`src/rtl/ps2fr_pkg.sv`:
```
`default_nettype none
package ps2fr_pkg;

  // Action codes carried in the input tuser.
  localparam logic [1:0] ACT_EDGE       = 2'd0;
  localparam logic [1:0] ACT_ARM_ONE    = 2'd1;
  localparam logic [1:0] ACT_ARM_STREAM = 2'd2;
  localparam logic [1:0] ACT_DISARM     = 2'd3;

  // Receive modes.
  localparam logic [1:0] MODE_OFF     = 2'd0;
  localparam logic [1:0] MODE_ONESHOT = 2'd1;
  localparam logic [1:0] MODE_STREAM  = 2'd2;

  // Frame bit positions after the increment on each edge.
  localparam logic [3:0] POS_START     = 4'd1;
  localparam logic [3:0] POS_LAST_DATA = 4'd9;
  localparam logic [3:0] POS_PARITY    = 4'd10;

  // Error codes.
  localparam logic [1:0] ERR_NONE   = 2'd0;
  localparam logic [1:0] ERR_START  = 2'd1;
  localparam logic [1:0] ERR_PARITY = 2'd2;
  localparam logic [1:0] ERR_STOP   = 2'd3;

  typedef struct packed {
    logic [1:0] action;
    logic       data_bit;
    logic [3:0] packet_length;
  } item_t;

  typedef struct packed {
    logic        byte_valid;
    logic [7:0]  byte_value;
    logic        last_of_packet;
    logic [1:0]  fault_code;
    logic [15:0] packet_total;
  } result_t;

endpackage
`default_nettype wire

```
`src/rtl/ps2fr_core.sv`:
```
`default_nettype none
module ps2fr_core
  import ps2fr_pkg::*;
#(
  parameter int MAX_PACKET = 8
) (
  input  wire logic    clk,
  input  wire logic    rst_n,
  input  wire logic    step,
  input  wire item_t   item,
  output result_t      result
);

  // Lengths arrive on a 4-bit field, so the cap never exceeds 15.
  localparam logic [3:0] LEN_CAP = (MAX_PACKET > 15) ? 4'd15 : 4'(MAX_PACKET);

  logic [3:0]  bit_pos_r,  bit_pos_nxt;
  logic [7:0]  shift_r,    shift_nxt;
  logic        parity_r,   parity_nxt;
  logic        bad_r,      bad_nxt;
  logic [1:0]  mode_r,     mode_nxt;
  logic [3:0]  len_r,      len_nxt;
  logic [3:0]  idx_r,      idx_nxt;
  logic [15:0] count_r,    count_nxt;

  logic [3:0]  pos_inc;
  logic [3:0]  idx_inc;
  logic [3:0]  len_clamped;
  logic [2:0]  data_sel;

  always_comb begin
    pos_inc  = bit_pos_r + 4'd1;
    idx_inc  = idx_r + 4'd1;
    data_sel = 3'(pos_inc - 4'd2);
    if (item.packet_length == 4'd0) begin
      len_clamped = 4'd1;
    end else if (item.packet_length > LEN_CAP) begin
      len_clamped = LEN_CAP;
    end else begin
      len_clamped = item.packet_length;
    end

    bit_pos_nxt = bit_pos_r;
    shift_nxt   = shift_r;
    parity_nxt  = parity_r;
    bad_nxt     = bad_r;
    mode_nxt    = mode_r;
    len_nxt     = len_r;
    idx_nxt     = idx_r;
    count_nxt   = count_r;

    result.byte_valid     = 1'b0;
    result.byte_value     = 8'd0;
    result.last_of_packet = 1'b0;
    result.fault_code     = ERR_NONE;

    case (item.action)
      ACT_ARM_ONE: begin
        len_nxt  = len_clamped;
        mode_nxt = MODE_ONESHOT;
      end
      ACT_ARM_STREAM: begin
        len_nxt   = len_clamped;
        mode_nxt  = MODE_STREAM;
        count_nxt = 16'd0;
      end
      ACT_DISARM: begin
        mode_nxt = MODE_OFF;
      end
      default: begin
        if (mode_r == MODE_OFF) begin
          bit_pos_nxt = 4'd0;
        end else if (pos_inc <= POS_START) begin
          if (item.data_bit) begin
            result.fault_code = ERR_START;
            bit_pos_nxt       = 4'd0;
          end else begin
            bit_pos_nxt = POS_START;
            shift_nxt   = 8'd0;
            parity_nxt  = 1'b1;
            bad_nxt     = 1'b0;
          end
        end else if (pos_inc <= POS_LAST_DATA) begin
          bit_pos_nxt          = pos_inc;
          shift_nxt[data_sel]  = shift_r[data_sel] | item.data_bit;
          parity_nxt           = parity_r ^ item.data_bit;
        end else if (pos_inc == POS_PARITY) begin
          bit_pos_nxt = pos_inc;
          if (parity_r != item.data_bit) begin
            bad_nxt           = 1'b1;
            result.fault_code = ERR_PARITY;
          end
        end else begin
          // Stop bit: a good byte is delivered only with clean parity.
          bit_pos_nxt = 4'd0;
          if (!item.data_bit) begin
            result.fault_code = ERR_STOP;
          end else if (!bad_r) begin
            result.byte_valid = 1'b1;
            result.byte_value = shift_r;
            idx_nxt           = idx_inc;
            if (idx_inc >= len_r) begin
              idx_nxt               = 4'd0;
              result.last_of_packet = 1'b1;
              count_nxt             = count_r + 16'd1;
              if (mode_r != MODE_STREAM) begin
                mode_nxt = MODE_OFF;
              end
            end
          end
        end
      end
    endcase

    result.packet_total = count_nxt;
  end

  always_ff @(posedge clk) begin
    if (!rst_n) begin
      bit_pos_r <= 4'd0;
      shift_r   <= 8'd0;
      parity_r  <= 1'b1;
      bad_r     <= 1'b0;
      mode_r    <= MODE_OFF;
      len_r     <= 4'd0;
      idx_r     <= 4'd0;
      count_r   <= 16'd0;
    end else if (step) begin
      bit_pos_r <= bit_pos_nxt;
      shift_r   <= shift_nxt;
      parity_r  <= parity_nxt;
      bad_r     <= bad_nxt;
      mode_r    <= mode_nxt;
      len_r     <= len_nxt;
      idx_r     <= idx_nxt;
      count_r   <= count_nxt;
    end
  end

endmodule
`default_nettype wire

```
`src/rtl/ps2_frame_receiver_packetizer_unit.sv`:
```
// Path: an accepted input beat goes to the input register, then is decoded into
// the output register.
// Throughput: one beat per cycle while the output is not stalled.
// Reset: synchronous, active low; clears the valid flags and the receiver
// state (disarmed, bit position, byte index and packet count at zero).
`default_nettype none
module ps2_frame_receiver_packetizer_unit
  import ps2fr_pkg::*;
#(
  parameter int MAX_PACKET = 8
) (
  input  wire logic        clk,
  input  wire logic        rst_n,
  input  wire logic        in_tvalid,
  output logic             in_tready,
  input  wire logic [7:0]  in_tdata,   // [0] data_bit, [4:1] packet_length, [7:5] zero
  input  wire logic [1:0]  in_tuser,   // [1:0] action
  output logic             out_tvalid,
  input  wire logic        out_tready,
  output logic [23:0]      out_tdata,  // [7:0] byte_value, [23:8] packet_total
  output logic [2:0]       out_tuser,  // [0] byte_valid, [2:1] fault_code
  output logic             out_tlast   // last_of_packet
);

  logic    stage_valid_r;
  item_t   stage_item_r;
  logic    out_valid_r;
  result_t out_res_r;
  result_t core_res;
  logic    out_free;
  logic    advance;

  assign out_free  = !out_valid_r || out_tready;
  assign advance   = stage_valid_r && out_free;
  assign in_tready = !stage_valid_r || out_free;

  always_ff @(posedge clk) begin
    if (!rst_n) begin
      stage_valid_r <= 1'b0;
    end else if (in_tready) begin
      stage_valid_r <= in_tvalid;
    end
  end

  always_ff @(posedge clk) begin
    if (in_tready && in_tvalid) begin
      stage_item_r.action        <= in_tuser;
      stage_item_r.data_bit      <= in_tdata[0];
      stage_item_r.packet_length <= in_tdata[4:1];
    end
  end

  ps2fr_core #(
    .MAX_PACKET(MAX_PACKET)
  ) u_core (
    .clk    (clk),
    .rst_n  (rst_n),
    .step   (advance),
    .item   (stage_item_r),
    .result (core_res)
  );

  always_ff @(posedge clk) begin
    if (!rst_n) begin
      out_valid_r <= 1'b0;
    end else if (out_free) begin
      out_valid_r <= stage_valid_r;
    end
  end

  always_ff @(posedge clk) begin
    if (advance) begin
      out_res_r <= core_res;
    end
  end

  assign out_tvalid = out_valid_r;
  assign out_tdata  = {out_res_r.packet_total, out_res_r.byte_value};
  assign out_tuser  = {out_res_r.fault_code, out_res_r.byte_valid};
  assign out_tlast  = out_res_r.last_of_packet;

endmodule
`default_nettype wire

```
`config.mk`:
```
export PLATFORM = sky130hd
export DESIGN_NAME = ps2_frame_receiver_packetizer_unit
export DESIGN_NICKNAME = d
export VERILOG_FILES = /design/src/rtl/ps2fr_pkg.sv /design/src/rtl/ps2fr_core.sv /design/src/rtl/ps2_frame_receiver_packetizer_unit.sv
export SDC_FILE = /design/constraint.sdc
export NUM_CORES = 1
export LEC_CHECK = 0
export ABC_AREA = 1
export BUFFER_PORTS_ARGS = -buffer_cell sky130_fd_sc_hd__buf_2
export CORE_UTILIZATION = 50
export CTS_BUF_LIST = sky130_fd_sc_hd__clkbuf_8
export CTS_CLUSTER_DIAMETER = 60
export DETAILED_ROUTE_END_ITERATION = 12
export HOLD_SLACK_MARGIN = 0.15
export MAX_ROUTING_LAYER = met4
export PLACE_DENSITY = 0.74
export SLEW_MARGIN = 0
export SYNTH_ARGS = -nofsm -noshare
export SYNTH_HDL_FRONTEND = slang
export SYNTH_SLANG_ARGS = --single-unit
```
`constraint.sdc`:
```
create_clock -name clk -period 4.6 [get_ports clk]
set_clock_uncertainty 0.1 [all_clocks]
set_input_delay 0 -clock clk [delete_from_list [all_inputs] [get_ports clk]]
set_output_delay 0 -clock clk [all_outputs]
set_load 0.1 [all_outputs]
```
==> results.md <==
- Status: complete, no violations
- Top post-synthesis cells by area: edfxtp_1 (25%), dfxtp_1 (20%), nand2_1 (9.0%)
- H-tree depth: 3
- Gpl congestion: approximately 0.87
- Multi-input gate area in the final layout: 1880 um2
- Syn Nets: 550
- Max-cap violations: 0
- Critical Path Start Type: flip-flop
- Post-route cell area: 4810 um2
- Sequential share of the synthesized area: 0.458
- Worst Path Arrival: 2780 ps
- Height of the die: 92.9 um
- Post-Route WL: 8420 um
- Sequential power share: 0.473
- CTS tree: done
- Switching share of power: 0.257
- Compound-gate portion of the synthesized area: 0.0848
- Int Power: 1.19 mW
- Register Area: between 1500 and 2000 um2
- Nets: 605
- DRT Pass-1 Iters: 5
- Gr ovfl total: 0
- Initial Utilization: 0.526
- Required @ worst endpoint: approximately 4600 ps
- Final setup violating endpoints: 0
- Skew-Pair Late Insertion Delay: 350 ps
- IO buf count: 40
- Row cnt: 32
- Post-synthesis mux area share: 0
- Cell Pwr Density: 333 nW/um2
- Remaining DRCs: 0
- Critical path type: flip-flop to flip-flop
- Power Total: 1.60 mW
- Slew at the pin with the worst max-slew slack: 1000 ps
- FILL cells: 709
- Critical path's most frequent cell: nand2_1
- Vias: 3481
- Max Clk Rate: 360 MHz
- Clock power share: 0.401
- Post-synthesis cell area: 4130 um2
- Syn. warnings: 0
- Vias in the first global route: 3306
- Comb pwr share: 0.126
- Mapped Cells: 518
- Clk buf depth: 2
- Min Tclk post-route: 2780 ps
- Fin crit share: 0.605
- DRT iter0 DRCs: 159
- Placed inst area: 4430 um2
- Post-synthesis register bit count: 77
- Area of the core: 7850 um2
- Post-synth ARST share: 0
- Clock Sinks: 77
- TNS Setup: 0 ps
- Initial antenna violation count: 0
- Syn-to-layout area delta: 16.5%
- CP cell instances: ha_1 > xor2_1 > ha_1 > nand2_1 > inv_1 > nand3_1 > nand3_1 > nand2_1 > nor2_2 > nand2_1 > nand3_1 > nand2_1
- Clock Root Buffer: clkbuf_8
- First-pass GRT wire length: 14700 um
- Die Area: 8630 um2
- Top_reg_cell synth: dfxtp_1
- XOR/XNOR Fraction of Synth Area: 0.00636
- Worst vdd ir: between 150 and 200 uV
- DR vias/cell: 5.12
- Mean Syn Cell Area: 7.97 um2
- CP endpoint kind: flip-flop
- Largest net degree at the start of global routing: 49
- Antenna diode count: 0
- CTS resizes: 0
- Util after Layout: 0.613
- Post-synthesis simple-gate area fraction: 0.307
- Num ports: 44
- Sw Pwr: 413 uW
- RSZ-0062 raised after global routing: false
- Synth Area in Adders: 0.0545
- Chip width: 92.9 um
- Largest family of logic cells by synthesized area: simple AND/OR/NAND/NOR gates
- Synth top area share: 0.254
- Detailed Place HPWL: 5870 um
- Crit path max fanout: 15
- Static Leakage: roughly 2.2 nW
- Clock transition at path regs: about 80 ps
- Synth cell types: 36
- Peak per-stage delay on the critical path: 460 ps
- Layout cell share with drive strength beyond 1: 0.161
- Pins Over Slew Limit: 0
- Fin. Hold Viols: 0
- GR Util All Layers: 0.226
- EDFF count, synth: 35
- DRT antenna net count: 0
- Worst hold path class: input pin to flip-flop
- Rel. slew slack: 0.331
- Total CTS buffers: 9
- Critical path's slowest cell: nand3_1
- Post-synth top area cell: edfxtp_1
- WL/cell: 12.4 um
-- critical path, delay by kind of cell (launching register included) --
family	cells	cell delay, ps
buffers and inverters	1	70
flip-flops	1	350
XOR/XNOR	1	170
adder cells (fa/ha/maj)	2	500
AND/OR/NAND/NOR	8	1340
-- synthesized netlist by cell type (2+ instances only) --
library cell and n:
xnor2_1 2, buf_2 4, nand3_1 62, o211ai_1 2, nand2_2 9, edfxtp_1 35
nand3_4 2, nand2_4 3, nor3_1 5, nor2_2 4, dfxtp_1 42, inv_1 81
ha_1 18, nand3_2 5, o21ai_1 2, a21oi_1 38, clkbuf_1 5, nor2_4 5
nand4_1 11, o21ai_0 14, nand2_1 99, inv_2 3, nor2_1 54
-- metrics by stage --
step	hold slack (ps)	setup slack (ps)	cells
final	267	1820	680
after global routing	263	1550	680
after CTS	242	1840	680
after detailed placement	78.1	1860	652
after global placement	76.0	1940	652
after floorplan	-1.13	1730	518
-- what timing repair did --
action                    4_1_cts  5_1_grt
buffers inserted                0        0
hold buffers                   12        0
hold endpoints to repair       29        0
-- power by group through the flow --
stage	Clock [mW]	Combinational, mW	Sequential, mW
2_1_floorplan	0	0.0859	0.842
3_3_place_gp	0	0.190	0.774
3_5_place_dp	0	0.193	0.775
4_1_cts	0.655	0.202	0.760
5_1_grt	0.690	0.220	0.763
6_report	0.643	0.201	0.760
-- area by class of cell --
| type | count | area share |
|---|---|---|
| sequential | 77 | 0.393 |
| clock buffer | 12 | 0.0343 |
| clock inverter | 4 | 0.0195 |
| timing repair buffer | 53 | 0.0681 |
| multi-input combinational | 346 | 0.390 |
| inverter | 86 | 0.0684 |
| tap | 102 | 0.0265 |
-- routing by layer --
metal  track usage  vias to the layer above  wire length, um
li1              -                     1804                -
met1         0.284                     1575             3950
met2         0.354                       88             3960
met3        0.0361                       14              340
met4         0.114                        0              178
met5             -                        -                0
-- cells by family after synthesis --
family                     count (synthesis)
DFF                                       77
buffers and inverters                     95
xor gates and xnor gates                   3
AOI/OAI and AO/OA                         63
and+or+nand+nor                          262
adders and majority gates                 18
-- state kept, by name, indices dropped and copies added (netlist names) --
| name | flops |
|---|---|
| stage_item_r | 7 |
| out_tuser | 3 |
| u_core.len_r | 4 |
| u_core.bit_pos_r | 4 |
| out_tdata | 24 |
| u_core.parity_r | 1 |
| out_tlast | 1 |
| u_core.mode_r | 2 |
| u_core.idx_r | 4 |
| stage_valid_r | 1 |
| u_core.bad_r | 1 |
| out_tvalid | 1 |
| u_core.count_r | 16 |
| u_core.shift_r | 8 |
-- path summary, 6_finish.rpt --
path | start | end | slack (ps) | cells after the start
max | u_core.idx_r[0]$_SDFFE_PN0P_ | out_tdata[19]$_DFFE_PP_ | 1820 | 12
min | in_tdata[1] | stage_item_r[0]$_DFFE_PP_ | 270 | 2
max reg2reg | u_core.idx_r[0]$_SDFFE_PN0P_ | out_tdata[19]$_DFFE_PP_ | 1820 | 12
min reg2reg | u_core.len_r[1]$_SDFFE_PN0P_ | u_core.len_r[1]$_SDFFE_PN0P_ | 370 | 2
-- layout by cell type (no fill, tap or decap), types with 2 or more instances in the layout --
cell and count:
nor3_1 5, nand2_2 9, nand3_4 2, o21ai_0 14, nand3_2 5, nand4_1 11, clkbuf_8 12, a21oi_1 38
inv_2 3, dfxtp_1 42, xnor2_1 2, inv_1 82, nor2_2 4, nand2_1 99, nor2_4 5, o21ai_1 2
buf_2 40, nor2_1 54, edfxtp_1 35, ha_1 18, nand2_4 3, bufinv_16 3, a21oi_4 2, nand3_1 62
dlygate4sd3_1 12, o211ai_1 2
Note: power is estimated with default switching activity, not from simulation.
